===== config.mk =====
export PLATFORM = sky130hd
export DESIGN_NAME = alsr_ctrl
export DESIGN_NICKNAME = d
export VERILOG_FILES = /design/src/hdl/alsr_pkg.sv /design/src/hdl/alsr_ctrl.sv
export SDC_FILE = /design/constraint.sdc
export NUM_CORES = 1
export LEC_CHECK = 0
export ABC_AREA = 1
export BUFFER_PORTS_ARGS = -buffer_cell sky130_fd_sc_hd__buf_4
export CORE_AREA = 2 2 39 41
export CTS_CLUSTER_SIZE = 25
export DETAILED_ROUTE_END_ITERATION = 12
export DIE_AREA = 0 0 41 43
export GPL_TIMING_DRIVEN = 0
export PLACE_DENSITY_LB_ADDON = 0.25
export SETUP_SLACK_MARGIN = 0.15
export SLEW_MARGIN = 20
export SYNTH_ARGS = -nofsm -noshare
export SYNTH_HDL_FRONTEND = slang
export SYNTH_SLANG_ARGS = --single-unit

===== constraint.sdc =====
create_clock -name clk -period 1.1 [get_ports clk]
set_input_delay 0.165 -clock clk [delete_from_list [all_inputs] [get_ports clk]]
set_output_delay 0.165 -clock clk [all_outputs]
set_load 0.01 [all_outputs]

===== src/hdl/alsr_pkg.sv =====
// Package: types, constants and control bundles of the array list search and remove block.
package alsr_pkg;

  localparam int LIST_DEPTH = 128;
  localparam int IDX_W      = (LIST_DEPTH > 1) ? $clog2(LIST_DEPTH) : 1;
  localparam int CNT_W      = $clog2(LIST_DEPTH + 1);

  localparam int OP_W    = 2;
  localparam int KEY_W   = 32;
  localparam int AGE_W   = 8;
  localparam int ST_W    = 2;
  localparam int POS_W   = 7;
  localparam int COUNT_W = 8;

  localparam logic [OP_W-1:0] OP_INSERT = 2'd0;
  localparam logic [OP_W-1:0] OP_SEARCH = 2'd1;
  localparam logic [OP_W-1:0] OP_REMOVE = 2'd2;

  localparam logic [ST_W-1:0] ST_OK        = 2'd0;
  localparam logic [ST_W-1:0] ST_FULL      = 2'd1;
  localparam logic [ST_W-1:0] ST_NOT_FOUND = 2'd2;

  typedef struct packed {
    logic [OP_W-1:0]         operation;
    logic signed [KEY_W-1:0] key_in;
    logic [AGE_W-1:0]        age_in;
  } in_item_t;

  typedef struct packed {
    logic [ST_W-1:0]    status;
    logic [POS_W-1:0]   position;
    logic [AGE_W-1:0]   entry_age;
    logic [COUNT_W-1:0] entry_count;
  } out_item_t;

  typedef struct packed {
    logic [KEY_W-1:0] key;
    logic [AGE_W-1:0] age;
  } entry_t;

  localparam int ENTRY_W = $bits(entry_t);

  typedef struct packed {
    logic load_item;
    logic clr_idx;
    logic inc_idx;
    logic rd_en;
    logic scan_cmp;
    logic shift_wr;
    logic finish;
  } cmd_t;

  typedef struct packed {
    logic [OP_W-1:0] op;
    logic            cnt_zero;
    logic            hit;
    logic            more;
  } sts_t;

endpackage


===== src/hdl/alsr_ctrl.sv =====
// Controller: sequences insert, scan and shift steps and owns both handshakes.
module alsr_ctrl (
  input  logic           clk,
  input  logic           rst_n,
  input  logic           in_valid,
  output logic           in_ready,
  output logic           out_valid,
  input  logic           out_ready,
  input  alsr_pkg::sts_t sts,
  output alsr_pkg::cmd_t cmd
);
  import alsr_pkg::*;

  typedef enum logic [6:0] {
    S_IDLE = 7'b0000001,
    S_DISP = 7'b0000010,
    S_SRD  = 7'b0000100,
    S_SCMP = 7'b0001000,
    S_SHRD = 7'b0010000,
    S_SHWR = 7'b0100000,
    S_FIN  = 7'b1000000
  } state_t;

  state_t state_r, state_nxt;
  logic   out_valid_r, out_valid_nxt;
  logic   slot_free;

  assign slot_free = !out_valid_r || out_ready;

  always_comb begin
    state_nxt = state_r;
    cmd       = '0;
    in_ready  = 1'b0;
    unique case (state_r)
      S_IDLE: begin
        in_ready = 1'b1;
        if (in_valid) begin
          cmd.load_item = 1'b1;
          cmd.clr_idx   = 1'b1;
          state_nxt     = S_DISP;
        end
      end
      S_DISP: begin
        if ((sts.op == OP_SEARCH || sts.op == OP_REMOVE) && !sts.cnt_zero) begin
          state_nxt = S_SRD;
        end else begin
          state_nxt = S_FIN;
        end
      end
      S_SRD: begin
        cmd.rd_en = 1'b1;
        state_nxt = S_SCMP;
      end
      S_SCMP: begin
        cmd.scan_cmp = 1'b1;
        if (sts.hit) begin
          if (sts.op == OP_REMOVE && sts.more) begin
            cmd.inc_idx = 1'b1;
            state_nxt   = S_SHRD;
          end else begin
            state_nxt = S_FIN;
          end
        end else if (sts.more) begin
          cmd.inc_idx = 1'b1;
          state_nxt   = S_SRD;
        end else begin
          state_nxt = S_FIN;
        end
      end
      S_SHRD: begin
        cmd.rd_en = 1'b1;
        state_nxt = S_SHWR;
      end
      S_SHWR: begin
        cmd.shift_wr = 1'b1;
        if (sts.more) begin
          cmd.inc_idx = 1'b1;
          state_nxt   = S_SHRD;
        end else begin
          state_nxt = S_FIN;
        end
      end
      S_FIN: begin
        if (slot_free) begin
          cmd.finish = 1'b1;
          state_nxt  = S_IDLE;
        end
      end
      default: begin
        state_nxt = S_IDLE;
      end
    endcase
  end

  always_comb begin
    if (cmd.finish) begin
      out_valid_nxt = 1'b1;
    end else if (out_ready) begin
      out_valid_nxt = 1'b0;
    end else begin
      out_valid_nxt = out_valid_r;
    end
  end

  always_ff @(posedge clk) begin
    if (!rst_n) begin
      state_r     <= S_IDLE;
      out_valid_r <= 1'b0;
    end else begin
      state_r     <= state_nxt;
      out_valid_r <= out_valid_nxt;
    end
  end

  assign out_valid = out_valid_r;

endmodule


==> flow_summary.toml <==
[flow_run]
cap_violations = 0

[clock_tree]
cts_max_level = 1
clk_pin_slew_ns = 0.06
clock_latency_ns = 0.26
cts_max_path_buffers = 2
cts_buffers = 3
cts_root_buf = "clkbuf_4"
clock_sinks = 8
cts_tree = "yes"
ctsHoldBuffers = 0

[min_path]
hold_path.class = "primary input to flip-flop"
min_from = "rst_n"
holdPathStages = 2

[sta]
fin_crit_ns = 1.51
setup_viol = 13
fin_ws_ns = -0.414
setup_tns_ns = -3.42
clock.fmax_ghz = 0.661
finalHoldViolations = 0
worst_pin_slew_ns = 0.293
hold_slack_ns = 0.112
slew_headroom_pct = 80.3
clock-skew-final_ns = 0.00534
slew_viol_final = 0
rsz0062_at_grt = "yes"
min_period_over_period_pct = 138

[worst_setup_path]
reg2reg_depth = 11
critPathSlowestCell = "dfxtp_2"
crit_start = "state_r[5]$_SDFFE_PN0P_"
arrival_ns = 1.35
start_kind = "flip-flop"
crit_required_ns = 0.94
r2r_start = "state_r[5]$_SDFFE_PN0P_"
reg2reg_slack_ns = -0.23
worst_path_largest_cell_delay_ns = 0.34
critPathCaptureType = "primary output"
worstSetupPathType = "flip-flop to primary output"
critPathMaxFanout = 3
path_cells = "inv_2 > nand2_4 > nor2_4 > and2_4 > inv_4 > nor2_4 > buf_6 > buf_6"

[placement]
gp_congestion = 0.714
dp_cells = 116
place_ws_ns = -0.231
place_hpwl_um = 898
port_buffers = 17

[power_and_ir_drop]
peakVddDrop_mv = 0.683
p_total_mw = 0.810
p_per_area_nw_per_um2 = 833
leakagePower_nw = 0.459

[detailed_routing]
ant_nets = 0
drc = 0
route.vias.total = 644
drtPass1Iterations = 4
post_drt_wl_per_cell_um = 12.3
drtIter0Drc = 12
wl_um = 1620
via_per_inst = 4.92

[logic_synthesis]
syn_nets = 93
yosysSeqAreaShare_pct = 29.8
synth_area_um2 = 537
synth_top_cell_by_area = "dfxtp_1"
syn_inst = 83
synth_common_cells = "inv_1 (16), nand2_1 (14), nor2_1 (13)"
synth_warnings = 0
synth_top_area_share_pct = 29.8
synthTopCellsByArea = "dfxtp_1 (30%), inv_1 (11%), nand2_1 (9.8%), nor2_1 (9.1%), nand3_1 (7.5%)"
synth.avg_cell_area_um2 = 6.47
async_flop_share_pct = 0
synth.most_common_cell = "inv_1"
synth_seq_cells = 8
synth_cell_types = 20
synth_edf_count = 0
synth_top_flop_cell = "dfxtp_1"

[global_route]
grt_max_degree = 7
grt_pass1_wl_um = 2620
grt_pass1_vias = 649
grt_antenna_before_repair = 0
track_usage_pct = 22.7
grt_remaining_overflow = 0

[floorplanning]
start_util_pct = 38.8
die_x_um = 41
rows = 14
num_io_pins = 18
die_h_um = 43
die-area_um2 = 1760
core_um2 = 1380

[layout]
synthToLayoutAreaGrowth_pct = 81.1
drive_gt1_share_pct = 67.0
instances_no_fill = 131
antenna_cells = 0
fin_nets = 127

[outcome]
failed_checks = "setup timing"
run_status = "finished, violations left"
[sequential cells by signal, summed over array words and instances, names as in the netlist]
signal and count:
out_valid 1, state_r 7
[power by group]
group / total [mW] / internal [mW] / switching, mW
registers: 0.306 / 0.299 / 0.00732
logic: 0.267 / 0.138 / 0.129
clock network: 0.236 / 0.126 / 0.110
total: 0.810 / 0.563 / 0.247
[per-layer routing]
layer	vias up	share of wire, %	global-route usage (%)
met5	-	0	0
met4	0	4.5	16.0
met3	6	4.2	3.14
met2	25	51	35.3
met1	290	40	26.6
li1	323	-	-
[per-stage QoR]
step                      instance area [um2]  util, %
after CTS                                 910     65.7
after detailed placement                  721     52.1
after floorplan                           573        -
after global routing                      972     70.3
after global placement                    721     52.1
final                                     972     70.3
[path summary, 6_finish.rpt]
kind / to
max: cmd[6]
min: state_r[0]$_SDFFE_PN1P_
max reg2reg: state_r[0]$_SDFFE_PN1P_
min reg2reg: out_valid$_SDFFE_PN0P_
[final cells by class]
type                    count  area (um2)
clock buffers               3        22.5
inverters                  18        75.1
repair buffers             29         267
plain buffers               2        18.8
well taps                  16        20.0
flip-flops and latches      8         171
multi-input cells          55         398
fillers                   118         412
[placed cells by master (no fill, tap or decap), types with 2 or more instances in the layout]
cell      synthesis  routed
buf_4             2      17
buf_6             0      14
nand2_1          14      10
inv_1            16       9
nor2_1           13       8
inv_2             2       6
nand2_4           0       6
dfxtp_2           0       6
nor2_4            1       5
nand3_2           0       4
nand3_1           8       4
inv_4             0       3
nor2_2            2       3
clkbuf_4          0       3
nand2_2           4       2
nand4_1           2       2
a21oi_2           0       2
[critical path: cells and delay by family, from the launching register on]
family | cells | cell delay (ns)
flops | 1 | 0.34
simple gates | 4 | 0.47
buf+inv | 4 | 0.28
[cell families after synthesis]
kind of cell | after synthesis | share of synthesized area [%]
adder cells (fa/ha/maj) | 1 | 2.33
AND/OR/NAND/NOR | 50 | 48.7
buffers and inverters | 20 | 15.4
AO/OA/AOI/OAI | 4 | 3.73
flip-flops | 8 | 29.8
[repair_timing]
action,CTS,global route
setup endpoints to repair,14,16
cloned,0,0
resized for setup,28,11
setup buffers,9,3
pin swaps,15,7
No activity file was read; power rests on OpenSTA's default activity.
